## src/rtl/ggf_pkg.sv

```systemverilog
package ggf_pkg;

    // Fixed field widths of the request and result items
    localparam int NODE_W     = 6;
    localparam int SEQ_W      = 16;
    localparam int TTL_W      = 8;
    localparam int HOPS_W     = 8;
    localparam int COUNT_W    = 7;
    localparam int IN_COORD_W = 16;
    localparam int RANGE_W    = 33;
    localparam int ACTION_W   = 3;
    localparam int REQ_W      = 2;

    // Configuration port
    localparam int CFG_IDX_W  = 3;
    localparam int CFG_DATA_W = 33;

    localparam logic [CFG_IDX_W-1:0] CFG_OWN_NODE    = 3'd0;
    localparam logic [CFG_IDX_W-1:0] CFG_SINK_NODE   = 3'd1;
    localparam logic [CFG_IDX_W-1:0] CFG_OWN_IS_SINK = 3'd2;
    localparam logic [CFG_IDX_W-1:0] CFG_NODE_COUNT  = 3'd3;
    localparam logic [CFG_IDX_W-1:0] CFG_RANGE_SQ    = 3'd4;
    localparam logic [CFG_IDX_W-1:0] CFG_START_TTL   = 3'd5;

    typedef enum logic [REQ_W-1:0] {
        REQ_WRITE = 2'd0,
        REQ_RECV  = 2'd1,
        REQ_GEN   = 2'd2
    } req_type_t;

    typedef enum logic [ACTION_W-1:0] {
        ACT_WRITTEN     = 3'd0,
        ACT_DELIVERED   = 3'd1,
        ACT_DROP_TTL    = 3'd2,
        ACT_DROP_NO_HOP = 3'd3,
        ACT_FORWARDED   = 3'd4
    } action_t;

    // Kind of squared-distance job in flight through the distance unit
    typedef enum logic [1:0] {
        DK_BASE  = 2'd0,
        DK_RANGE = 2'd1,
        DK_SINK  = 2'd2
    } dist_kind_t;

    typedef struct packed {
        logic       valid;
        dist_kind_t kind;
        logic       skip;
    } dist_tag_t;

    typedef enum logic [2:0] {
        S_IDLE    = 3'd0,
        S_OWN_RD  = 3'd1,
        S_SINK_RD = 3'd2,
        S_BASE    = 3'd3,
        S_SCAN    = 3'd4,
        S_DRAIN   = 3'd5
    } fsm_state_t;

endpackage

```

## src/rtl/ggf_node_table.sv

```systemverilog
module ggf_node_table #(
    parameter int DEPTH = 64,
    parameter int AW    = 6,
    parameter int EW    = 33
) (
    input  logic          clk,
    input  logic          we,
    input  logic [AW-1:0] waddr,
    input  logic [EW-1:0] wdata,
    input  logic [AW-1:0] raddr,
    output logic [EW-1:0] rdata
);

    logic [EW-1:0] mem [DEPTH];
    logic [EW-1:0] rdata_reg;

    // Write port
    always_ff @(posedge clk)
    begin
        if (we)
        begin
            mem[waddr] <= wdata;
        end
    end

    // Registered read port, reads every cycle
    always_ff @(posedge clk)
    begin
        rdata_reg <= mem[raddr];
    end

    assign rdata = rdata_reg;

endmodule

```

## src/rtl/ggf_dist_unit.sv

```systemverilog
module ggf_dist_unit #(
    parameter int CW = 16
) (
    input  logic                  clk,
    input  logic                  rst_n,
    input  ggf_pkg::dist_tag_t    in_tag,
    input  logic [CW-1:0]         ax,
    input  logic [CW-1:0]         ay,
    input  logic [CW-1:0]         bx,
    input  logic [CW-1:0]         by,
    output ggf_pkg::dist_tag_t    out_tag,
    output logic [2*CW:0]         out_dist,
    output logic                  busy
);
    import ggf_pkg::*;

    localparam int SQ_W = 2 * CW;
    localparam int DW   = 2 * CW + 1;

    dist_tag_t       tag1_reg, tag2_reg, tag3_reg;
    logic [CW-1:0]   dx_reg, dy_reg;
    logic [CW-1:0]   dx_next, dy_next;
    logic [SQ_W-1:0] sqx_reg, sqy_reg;
    logic [DW-1:0]   sum_reg;

    // Stage 1: absolute coordinate differences
    always_comb
    begin
        dx_next = (ax > bx) ? ax - bx : bx - ax;
        dy_next = (ay > by) ? ay - by : by - ay;
    end

    // Tag pipeline, one job per cycle
    always_ff @(posedge clk or negedge rst_n)
    begin
        if (!rst_n)
        begin
            tag1_reg <= '0;
            tag2_reg <= '0;
            tag3_reg <= '0;
        end
        else
        begin
            tag1_reg <= in_tag;
            tag2_reg <= tag1_reg;
            tag3_reg <= tag2_reg;
        end
    end

    // Datapath: diff, square, sum
    always_ff @(posedge clk)
    begin
        dx_reg  <= dx_next;
        dy_reg  <= dy_next;
        sqx_reg <= SQ_W'(dx_reg) * SQ_W'(dx_reg);
        sqy_reg <= SQ_W'(dy_reg) * SQ_W'(dy_reg);
        sum_reg <= DW'(sqx_reg) + DW'(sqy_reg);
    end

    assign out_tag  = tag3_reg;
    assign out_dist = sum_reg;
    assign busy     = tag1_reg.valid | tag2_reg.valid | tag3_reg.valid;

endmodule

```

## src/rtl/greedy_geographic_forwarder_top.sv

```systemverilog
// Channel | Handshake              | Payload
// --------+------------------------+------------------------------------------------
// in      | in_valid / in_ready    | req_type, entry_*, pkt_*
// out     | out_valid / out_ready  | action, next_hop, out_source, out_sequence,
//         |                        | out_ttl, out_hops
// cfg     | cfg_write (no wait)    | cfg_index, cfg_data
//
// Table write, delivery and TTL drop: item accepted, result valid the next cycle.
// Forwarding: n = min(node_count, MAX_NODES); the result is registered once the scan ends and
// the shared 3-stage distance unit drains; the scan issues two squared-distance jobs per entry.
// Reset clears control, configuration and the sequence counter; the node table is
// undefined until written and has no clearing pass.
// in_ready is low while an item is in work or a result waits untaken.
module greedy_geographic_forwarder_top #(
    parameter int MAX_NODES  = 64,
    parameter int COORD_BITS = 16
) (
    input  logic                                clk,
    input  logic                                rst_n,

    input  logic                                in_valid,
    output logic                                in_ready,
    input  logic [ggf_pkg::REQ_W-1:0]           req_type,
    input  logic [ggf_pkg::NODE_W-1:0]          entry_index,
    input  logic [ggf_pkg::IN_COORD_W-1:0]      entry_x,
    input  logic [ggf_pkg::IN_COORD_W-1:0]      entry_y,
    input  logic                                entry_is_controller,
    input  logic [ggf_pkg::NODE_W-1:0]          pkt_source,
    input  logic [ggf_pkg::SEQ_W-1:0]           pkt_sequence,
    input  logic [ggf_pkg::NODE_W-1:0]          pkt_destination,
    input  logic [ggf_pkg::TTL_W-1:0]           pkt_ttl,
    input  logic [ggf_pkg::HOPS_W-1:0]          pkt_hops,

    output logic                                out_valid,
    input  logic                                out_ready,
    output logic [ggf_pkg::ACTION_W-1:0]        action,
    output logic [ggf_pkg::NODE_W-1:0]          next_hop,
    output logic [ggf_pkg::NODE_W-1:0]          out_source,
    output logic [ggf_pkg::SEQ_W-1:0]           out_sequence,
    output logic [ggf_pkg::TTL_W-1:0]           out_ttl,
    output logic [ggf_pkg::HOPS_W-1:0]          out_hops,

    input  logic                                cfg_write,
    input  logic [ggf_pkg::CFG_IDX_W-1:0]       cfg_index,
    input  logic [ggf_pkg::CFG_DATA_W-1:0]      cfg_data
);
    import ggf_pkg::*;

    localparam int CW    = COORD_BITS;
    localparam int DW    = 2 * CW + 1;
    localparam int CMP_W = (DW > RANGE_W) ? DW : RANGE_W;
    localparam int IDX_W = $clog2(MAX_NODES);
    localparam int CNT_W = $clog2(MAX_NODES + 1);
    localparam int EW    = 2 * CW + 1;

    // Configuration registers
    logic [NODE_W-1:0]  own_node_reg;
    logic [NODE_W-1:0]  sink_node_reg;
    logic               own_is_sink_reg;
    logic [COUNT_W-1:0] node_count_reg;
    logic [RANGE_W-1:0] range_sq_reg;
    logic [TTL_W-1:0]   start_ttl_reg;

    // Control state
    fsm_state_t         state_reg, state_next;
    logic [SEQ_W-1:0]   seq_counter_reg, seq_counter_next;
    logic               out_valid_reg, out_valid_next;
    logic               found_reg, found_next;
    logic               phase_reg, phase_next;

    // Packet being forwarded
    logic [NODE_W-1:0]  src_reg, src_next;
    logic [SEQ_W-1:0]   seq_reg, seq_next;
    logic [TTL_W-1:0]   ttl_reg, ttl_next;
    logic [HOPS_W-1:0]  hops_reg, hops_next;

    // Positions
    logic [CW-1:0]      me_x_reg, me_x_next, me_y_reg, me_y_next;
    logic [CW-1:0]      sink_x_reg, sink_x_next, sink_y_reg, sink_y_next;
    logic [CW-1:0]      c_x_reg, c_x_next, c_y_reg, c_y_next;

    // Scan bookkeeping
    logic [CNT_W-1:0]   scan_idx_reg, scan_idx_next;
    logic [CNT_W-1:0]   res_idx_reg, res_idx_next;
    logic [CNT_W-1:0]   hop_reg, hop_next;
    logic [DW-1:0]      best_reg, best_next;
    logic               range_ok_reg, range_ok_next;

    // Output register
    action_t            action_reg, action_next;
    logic [NODE_W-1:0]  next_hop_reg, next_hop_next;
    logic [NODE_W-1:0]  out_source_reg, out_source_next;
    logic [SEQ_W-1:0]   out_sequence_reg, out_sequence_next;
    logic [TTL_W-1:0]   out_ttl_reg, out_ttl_next;
    logic [HOPS_W-1:0]  out_hops_reg, out_hops_next;

    // Memory and distance unit hookup
    logic               mem_we;
    logic [IDX_W-1:0]   mem_waddr, mem_raddr;
    logic [EW-1:0]      mem_wdata, mem_rdata;
    logic [CW-1:0]      rd_x, rd_y;
    logic               rd_ctl;
    dist_tag_t          dist_in_tag, dist_out_tag;
    logic [CW-1:0]      dist_ax, dist_ay, dist_bx, dist_by;
    logic [DW-1:0]      dist_out;
    logic               dist_busy;

    logic               in_accept;
    logic               own_in_table, sink_in_table;
    logic [CNT_W-1:0]   scan_n;
    logic [CNT_W-1:0]   scan_inc;
    logic [CW-1:0]      sink_x_now, sink_y_now;
    logic               out_free;

    assign in_accept     = in_valid && in_ready;
    assign own_in_table  = 32'(own_node_reg) < MAX_NODES;
    assign sink_in_table = 32'(sink_node_reg) < MAX_NODES;
    assign scan_n        = (32'(node_count_reg) > MAX_NODES) ? CNT_W'(MAX_NODES)
                                                             : CNT_W'(node_count_reg);
    assign scan_inc      = scan_idx_reg + CNT_W'(1);
    assign out_free      = !out_valid_reg || out_ready;
    assign in_ready      = (state_reg == S_IDLE) && out_free;

    assign rd_x   = mem_rdata[CW-1:0];
    assign rd_y   = mem_rdata[2*CW-1:CW];
    assign rd_ctl = mem_rdata[2*CW];

    assign sink_x_now = sink_in_table ? rd_x : '0;
    assign sink_y_now = sink_in_table ? rd_y : '0;

    // Table writes happen only on an accepted write item
    assign mem_we    = in_accept && (req_type == REQ_WRITE) && (32'(entry_index) < MAX_NODES);
    assign mem_waddr = IDX_W'(entry_index);
    assign mem_wdata = {entry_is_controller, CW'(entry_y), CW'(entry_x)};

    ggf_node_table #(
        .DEPTH (MAX_NODES),
        .AW    (IDX_W),
        .EW    (EW)
    ) u_table (
        .clk   (clk),
        .we    (mem_we),
        .waddr (mem_waddr),
        .wdata (mem_wdata),
        .raddr (mem_raddr),
        .rdata (mem_rdata)
    );

    ggf_dist_unit #(
        .CW (CW)
    ) u_dist (
        .clk      (clk),
        .rst_n    (rst_n),
        .in_tag   (dist_in_tag),
        .ax       (dist_ax),
        .ay       (dist_ay),
        .bx       (dist_bx),
        .by       (dist_by),
        .out_tag  (dist_out_tag),
        .out_dist (dist_out),
        .busy     (dist_busy)
    );

    // Configuration writes
    always_ff @(posedge clk or negedge rst_n)
    begin
        if (!rst_n)
        begin
            own_node_reg    <= '0;
            sink_node_reg   <= '0;
            own_is_sink_reg <= 1'b0;
            node_count_reg  <= '0;
            range_sq_reg    <= '0;
            start_ttl_reg   <= '0;
        end
        else if (cfg_write)
        begin
            unique case (cfg_index)
                CFG_OWN_NODE:    own_node_reg    <= cfg_data[NODE_W-1:0];
                CFG_SINK_NODE:   sink_node_reg   <= cfg_data[NODE_W-1:0];
                CFG_OWN_IS_SINK: own_is_sink_reg <= cfg_data[0];
                CFG_NODE_COUNT:  node_count_reg  <= cfg_data[COUNT_W-1:0];
                CFG_RANGE_SQ:    range_sq_reg    <= cfg_data[RANGE_W-1:0];
                CFG_START_TTL:   start_ttl_reg   <= cfg_data[TTL_W-1:0];
                default:         ;
            endcase
        end
    end

    // Sequencer: next state, datapath control and result compare
    always_comb
    begin
        state_next        = state_reg;
        seq_counter_next  = seq_counter_reg;
        out_valid_next    = out_valid_reg && !out_ready;
        found_next        = found_reg;
        phase_next        = phase_reg;
        src_next          = src_reg;
        seq_next          = seq_reg;
        ttl_next          = ttl_reg;
        hops_next         = hops_reg;
        me_x_next         = me_x_reg;
        me_y_next         = me_y_reg;
        sink_x_next       = sink_x_reg;
        sink_y_next       = sink_y_reg;
        c_x_next          = c_x_reg;
        c_y_next          = c_y_reg;
        scan_idx_next     = scan_idx_reg;
        res_idx_next      = res_idx_reg;
        hop_next          = hop_reg;
        best_next         = best_reg;
        range_ok_next     = range_ok_reg;
        action_next       = action_reg;
        next_hop_next     = next_hop_reg;
        out_source_next   = out_source_reg;
        out_sequence_next = out_sequence_reg;
        out_ttl_next      = out_ttl_reg;
        out_hops_next     = out_hops_reg;
        mem_raddr         = '0;
        dist_in_tag       = '0;
        dist_ax           = me_x_reg;
        dist_ay           = me_y_reg;
        dist_bx           = sink_x_reg;
        dist_by           = sink_y_reg;

        unique case (state_reg)
            S_IDLE:
            begin
                if (in_accept)
                begin
                    unique case (req_type)
                        REQ_WRITE:
                        begin
                            out_valid_next    = 1'b1;
                            action_next       = ACT_WRITTEN;
                            next_hop_next     = '0;
                            out_source_next   = '0;
                            out_sequence_next = '0;
                            out_ttl_next      = '0;
                            out_hops_next     = '0;
                        end
                        REQ_RECV:
                        begin
                            src_next   = pkt_source;
                            seq_next   = pkt_sequence;
                            ttl_next   = pkt_ttl;
                            hops_next  = pkt_hops;
                            found_next = 1'b0;
                            if ((own_is_sink_reg && own_node_reg == pkt_destination)
                                || pkt_ttl == '0)
                            begin
                                out_valid_next    = 1'b1;
                                action_next       = (own_is_sink_reg
                                                     && own_node_reg == pkt_destination)
                                                    ? ACT_DELIVERED : ACT_DROP_TTL;
                                next_hop_next     = '0;
                                out_source_next   = pkt_source;
                                out_sequence_next = pkt_sequence;
                                out_ttl_next      = pkt_ttl;
                                out_hops_next     = pkt_hops;
                            end
                            else
                            begin
                                state_next = S_OWN_RD;
                            end
                        end
                        REQ_GEN:
                        begin
                            src_next         = own_node_reg;
                            seq_next         = seq_counter_reg;
                            ttl_next         = start_ttl_reg;
                            hops_next        = '0;
                            found_next       = 1'b0;
                            seq_counter_next = seq_counter_reg + SEQ_W'(1);
                            state_next       = S_OWN_RD;
                        end
                        default: ;
                    endcase
                end
            end

            S_OWN_RD:
            begin
                mem_raddr = IDX_W'(own_node_reg);
                // no hop at all when this node is the sink
                state_next = (own_node_reg == sink_node_reg) ? S_DRAIN : S_SINK_RD;
            end

            S_SINK_RD:
            begin
                mem_raddr  = IDX_W'(sink_node_reg);
                me_x_next  = own_in_table ? rd_x : '0;
                me_y_next  = own_in_table ? rd_y : '0;
                state_next = S_BASE;
            end

            S_BASE:
            begin
                // own-to-sink distance is the initial best
                sink_x_next   = sink_x_now;
                sink_y_next   = sink_y_now;
                dist_in_tag   = '{valid: 1'b1, kind: DK_BASE, skip: 1'b0};
                dist_bx       = sink_x_now;
                dist_by       = sink_y_now;
                mem_raddr     = '0;
                scan_idx_next = '0;
                res_idx_next  = '0;
                phase_next    = 1'b0;
                state_next    = (scan_n == '0) ? S_DRAIN : S_SCAN;
            end

            S_SCAN:
            begin
                if (!phase_reg)
                begin
                    // candidate to own node: range check
                    dist_in_tag = '{valid: 1'b1, kind: DK_RANGE,
                                    skip: rd_ctl
                                          || (32'(scan_idx_reg) == 32'(own_node_reg))};
                    dist_bx     = rd_x;
                    dist_by     = rd_y;
                    c_x_next    = rd_x;
                    c_y_next    = rd_y;
                    phase_next  = 1'b1;
                end
                else
                begin
                    // candidate to sink, prefetch next entry
                    dist_in_tag   = '{valid: 1'b1, kind: DK_SINK, skip: 1'b0};
                    dist_ax       = c_x_reg;
                    dist_ay       = c_y_reg;
                    mem_raddr     = scan_inc[IDX_W-1:0];
                    scan_idx_next = scan_inc;
                    phase_next    = 1'b0;
                    if (scan_inc == scan_n)
                    begin
                        state_next = S_DRAIN;
                    end
                end
            end

            S_DRAIN:
            begin
                if (!dist_busy && out_free)
                begin
                    out_valid_next    = 1'b1;
                    action_next       = found_reg ? ACT_FORWARDED : ACT_DROP_NO_HOP;
                    next_hop_next     = found_reg ? NODE_W'(hop_reg) : '0;
                    out_source_next   = src_reg;
                    out_sequence_next = seq_reg;
                    if (found_reg)
                    begin
                        out_ttl_next  = (ttl_reg == '0) ? '0 : ttl_reg - TTL_W'(1);
                        out_hops_next = (hops_reg == '1) ? '1 : hops_reg + HOPS_W'(1);
                    end
                    else
                    begin
                        out_ttl_next  = ttl_reg;
                        out_hops_next = hops_reg;
                    end
                    state_next = S_IDLE;
                end
            end

            default:
            begin
                state_next = S_IDLE;
            end
        endcase

        // Results leave the distance unit in issue order
        if (dist_out_tag.valid)
        begin
            case (dist_out_tag.kind)
                DK_BASE:
                begin
                    best_next = dist_out;
                end
                DK_RANGE:
                begin
                    range_ok_next = !dist_out_tag.skip
                                    && (CMP_W'(dist_out) <= CMP_W'(range_sq_reg));
                end
                DK_SINK:
                begin
                    if (range_ok_reg && dist_out < best_reg)
                    begin
                        best_next  = dist_out;
                        found_next = 1'b1;
                        hop_next   = res_idx_reg;
                    end
                    res_idx_next = res_idx_reg + CNT_W'(1);
                end
                default: ;
            endcase
        end
    end

    // Control registers
    always_ff @(posedge clk or negedge rst_n)
    begin
        if (!rst_n)
        begin
            state_reg       <= S_IDLE;
            seq_counter_reg <= '0;
            out_valid_reg   <= 1'b0;
            found_reg       <= 1'b0;
            phase_reg       <= 1'b0;
        end
        else
        begin
            state_reg       <= state_next;
            seq_counter_reg <= seq_counter_next;
            out_valid_reg   <= out_valid_next;
            found_reg       <= found_next;
            phase_reg       <= phase_next;
        end
    end

    // Payload registers
    always_ff @(posedge clk)
    begin
        src_reg          <= src_next;
        seq_reg          <= seq_next;
        ttl_reg          <= ttl_next;
        hops_reg         <= hops_next;
        me_x_reg         <= me_x_next;
        me_y_reg         <= me_y_next;
        sink_x_reg       <= sink_x_next;
        sink_y_reg       <= sink_y_next;
        c_x_reg          <= c_x_next;
        c_y_reg          <= c_y_next;
        scan_idx_reg     <= scan_idx_next;
        res_idx_reg      <= res_idx_next;
        hop_reg          <= hop_next;
        best_reg         <= best_next;
        range_ok_reg     <= range_ok_next;
        action_reg       <= action_next;
        next_hop_reg     <= next_hop_next;
        out_source_reg   <= out_source_next;
        out_sequence_reg <= out_sequence_next;
        out_ttl_reg      <= out_ttl_next;
        out_hops_reg     <= out_hops_next;
    end

    assign out_valid    = out_valid_reg;
    assign action       = action_reg;
    assign next_hop     = next_hop_reg;
    assign out_source   = out_source_reg;
    assign out_sequence = out_sequence_reg;
    assign out_ttl      = out_ttl_reg;
    assign out_hops     = out_hops_reg;

    // Distance results only arrive while a scan is running or draining
    assert property (@(posedge clk) disable iff (!rst_n)
        dist_out_tag.valid |-> (state_reg == S_SCAN || state_reg == S_DRAIN))
        else $error("distance result outside scan");

    // Completed sink distances never run ahead of issued ones
    assert property (@(posedge clk) disable iff (!rst_n)
        (state_reg == S_SCAN) |-> (res_idx_reg <= scan_idx_reg))
        else $error("scan result count ahead of issue count");

    // The chosen hop is never this node itself
    assert property (@(posedge clk) disable iff (!rst_n)
        (state_reg == S_DRAIN && found_reg) |-> (32'(hop_reg) != 32'(own_node_reg)))
        else $error("own node chosen as next hop");

    // Each accepted generate item advances the sequence counter by one
    assert property (@(posedge clk) disable iff (!rst_n)
        (in_accept && req_type == REQ_GEN)
        |=> (seq_counter_reg == $past(seq_counter_reg) + SEQ_W'(1)))
        else $error("sequence counter did not advance");

endmodule

```

## config.mk

```make
export PLATFORM = sky130hd
export DESIGN_NAME = greedy_geographic_forwarder_top
export DESIGN_NICKNAME = d
export VERILOG_FILES = /design/src/rtl/ggf_pkg.sv /design/src/rtl/ggf_node_table.sv /design/src/rtl/ggf_dist_unit.sv /design/src/rtl/greedy_geographic_forwarder_top.sv
export SDC_FILE = /design/constraint.sdc
export NUM_CORES = 2
export LEC_CHECK = 0
export BUFFER_PORTS_ARGS = -buffer_cell sky130_fd_sc_hd__clkbuf_2
export CAP_MARGIN = 10
export CORE_MARGIN = 2
export CORE_UTILIZATION = 37
export CTS_BUF_LIST = sky130_fd_sc_hd__clkbuf_8
export DETAILED_ROUTE_END_ITERATION = 8
export HOLD_SLACK_MARGIN = 0.1
export PLACE_DENSITY = 0.63
export RECOVER_POWER = 50
export SLEW_MARGIN = 20
export SYNTH_ARGS = -nofsm -noshare
export SYNTH_HDL_FRONTEND = slang
export SYNTH_SLANG_ARGS = --single-unit
```

## constraint.sdc

```tcl
create_clock -name clk -period 6.86 [get_ports clk]
set_clock_uncertainty 0.2 [all_clocks]
set_input_delay 1.372 -clock clk [delete_from_list [all_inputs] [get_ports clk]]
set_output_delay 1.372 -clock clk [all_outputs]
set_load 0.005 [all_outputs]
```

==> metrics.md <==
| Metric | Value |
|---|---|
| Status | `finished with violations` |
| Failing checks | `capacitance limit, slew limit` |
| Max-Cap Viols | `41` |
| Metal-1 WL | `134,500 µm` |
| Area delta synth->final | `11.86%` |
| Metal2 WL | `149,500 µm` |
| CTS Buf Count | `413` |
| Crit path max fanout | `10` |
| Critical Path Source Type | `register` |
| Via Count | `78,130` |
| Period utilization | `94.33%` |
| CP required | `7.49 ns` |
| Max-slew headroom | `-102.1%` |
| Largest register FFs | `2,112` |
| Highest metal used | `met5` |
| CP arrival | `7.10 ns` |
| Ys async rst share | `3.652%` |
| RSZ-0062 raised after global routing | `no` |
| Number of DRC markers in iteration 0 | `7,130` |
| Hold Path Class | `reg2reg` |
| Post-Syn Nets | `10,590` |
| WS Path Type | `reg2reg` |
| Distinct cells, synth | `84` |
| Largest net degree at the start of global routing | `147` |
| GP Congestion | `0.8483` |
| Worst Tran Pin Value | `3.031 ns` |
| DR WL met3 | `21,510 µm` |
| Root buf cell | `clkbuf_8` |
| Number of port buffers | `174` |
| GR Util All Layers | `18.44%` |
| Yosys Warn Count | `0` |
| Clk_lat worst skew | `1.05 ns` |
| Fin. Hold Viols | `0` |
| Post-CTS setup buffers | `0` |
| Initial antenna violation count | `16` |
| Syn Std Cell Area | `120,600 µm²` |
| Total clock sinks | `2,601` |
| CP endpoint kind | `register` |
| Flops & latches, synth | `2,601` |
| # rows | `209` |
| First-pass GRT wire length | `475,700 µm` |
| Minimum clock period | `6.471 ns` |
| Fmax | `154.5 MHz` |
| Setup Viol. Count Final | `0` |
| Vias in the first global route | `77,880` |
| Drt via density | `5.325` |
| Sequential fraction of the synthesis area | `63.01%` |
| Routed WL | `313,700 µm` |
| Routed length per instance | `21.38 µm` |
| CTS tree | `yes` |
| Chip height | `574.8 µm` |
| Largest reg by FF count | `u_table.mem` |
| Top post-synthesis cells by area | `edfxtp_1, nand2_1, fa_1, ha_1, nand3_1` |
| Detailed Place HPWL | `192,800 µm` |
| Pre-antenna DRT Iters | `6` |
| Initial Util | `37.18%` |
| Setup TNS | `0 ns` |
| CTS clk-pin slew, worst paths | `0.06 ns` |
| Drt drc | `0` |
| Top-count cell post-synth | `edfxtp_1` |
| Share of post-route cells with drive strength above 1 | `10.68%` |
| Post-synth EDFFs | `2,340` |
| Full die area | `330,400 µm²` |
| H-tree depth | `5` |
| Routed Antenna Nets | `0` |
| Top post-synthesis cells by count | `edfxtp_1, nand2_1, nand3_1, inv_1, ha_1` |
| Die X | `574.8 µm` |
| Final #Nets | `10,850` |
| CORE AREA | `324,300 µm²` |
| Post-synth top area cell | `edfxtp_1` |
| Max-slew violations | `2,458` |
| # IOs | `175` |
| Mapped Avg Cell Area | `12.34 µm²` |
| GR Overflow Total | `0` |
| Post-Synthesis Cells | `9,771` |
| Top cell type's share of synthesized area | `58.28%` |
| Clock tree buffer depth | `4` |
| Top FF cell, synth | `edfxtp_1` |
==> critical path, stage by stage, from the launching register on <==
cell,delay (ns)
dfxtp_1,0.59
buf_4,0.25
nand2_1,0.09
fa_1,0.54
fa_1,0.50
inv_1,0.05
fa_1,0.42
fa_1,0.50
fa_1,0.55
inv_1,0.05
fa_1,0.47
inv_1,0.04
ha_1,0.34
a21o_1,0.18
a21o_1,0.17
a21o_1,0.17
a31oi_1,0.28
nor3_1,0.10
or3_1,0.38
a31oi_1,0.22
o21ai_1,0.12
xnor2_1,0.13
==> per-layer routing <==
| layer | track usage (%) | up-vias |
|---|---|---|
| li1 | - | 35510 |
| met1 | 25.04 | 39140 |
| met2 | 30.73 | 2928 |
| met3 | 2.569 | 546 |
| met4 | 5.489 | 8 |
| met5 | 0 | - |
==> layout by cell type, fill, tap and decap left out, drive strengths merged, types with 19 or more instances in the layout <==
| cell | instances |
|---|---|
| a31oi | 90 |
| nand2b | 19 |
| nand3b | 19 |
| a311oi | 362 |
| and3 | 216 |
| nor2 | 192 |
| a21o | 84 |
| clkbuf | 626 |
| nor3 | 31 |
| xnor2 | 117 |
| edfxtp | 2340 |
| mux2 | 102 |
| a21oi | 144 |
| buf | 211 |
| nand3 | 831 |
| and2 | 98 |
| mux2i | 58 |
| fa | 328 |
| nor2b | 44 |
| nand2 | 2211 |
| a211oi | 99 |
| dfrtp | 95 |
| ha | 369 |
| o21bai | 19 |
| clkinv | 141 |
| a221o | 29 |
| o21ai | 143 |
| xor2 | 53 |
| o31ai | 30 |
| inv | 802 |
| or3 | 30 |
| dfxtp | 166 |
| nand4 | 43 |
==> stage by stage <==
| stage | cells | util, % | hold WS [ns] | area, µm² | setup WS, ns |
|---|---|---|---|---|---|
| after floorplan | 9771 | - | 0.1312 | 120600 | 0.5577 |
| after global placement | 13940 | 39.27 | 0.1380 | 127300 | 0.3067 |
| after detailed placement | 13940 | 39.28 | 0.1347 | 127400 | 0.2912 |
| after CTS | 14660 | 41.62 | 0.1459 | 135000 | 0.3010 |
| after global routing | 14670 | 41.59 | 0.1490 | 134800 | 0.01964 |
| final | 14670 | 41.59 | 0.1417 | 134900 | 0.3888 |
==> cell type report <==
class	count	area (µm²)
fillers	30010	189400
flip-flops and latches	2601	75970
multi-input cells	5936	40180
clock buffers	424	5836
well taps	4325	5411
repair buffers	414	3202
inverters	663	2489
clock inverters	302	1745
diodes	9	22.52
==> timing repair <==
action / CTS / global route
gates resized for setup: 0 / 5
endpoints found under the hold margin: 24 / 0
hold buffers: 1 / 0
endpoints found under the setup margin: 0 / 5
==> logic make-up (layout without fill, tap and decap cells) <==
group / after synthesis / in the layout / share of synthesized area (%)
xor gates and xnor gates: 170 / 170 / 1.235
DFF: 2601 / 2601 / 63.01
AOI/OAI and AO/OA: 1113 / 1113 / 6.784
other: 0 / 9 / 0
muxes: 174 / 174 / 1.696
adders and majority gates: 697 / 697 / 9.276
buffers and inverters: 1234 / 1803 / 4.174
and+or+nand+nor: 3782 / 3782 / 13.82
==> final timing paths <==
| kind | start | end | slack, ns | cells after the start |
|---|---|---|---|---|
| worst max register to register | u_dist.dy_reg[7] | u_dist.sqy_reg[31] | 0.39 | 21 |
| worst min-delay path | u_dist.tag2_reg[1] | u_dist.out_tag[1] | 0.14 | 0 |
| max in group asynchronous | rst_n | seq_counter_reg[7] | 2.94 | 3 |
| worst max-delay path | u_dist.dy_reg[7] | u_dist.sqy_reg[31] | 0.39 | 21 |
| min in group asynchronous | rst_n | range_sq_reg[9] | 1.03 | 2 |
| worst min register to register | u_dist.tag2_reg[1] | u_dist.out_tag[1] | 0.14 | 0 |
Power is not shown: default switching activity piles up to over one toggle a cycle in this logic, so the estimate is an artifact.
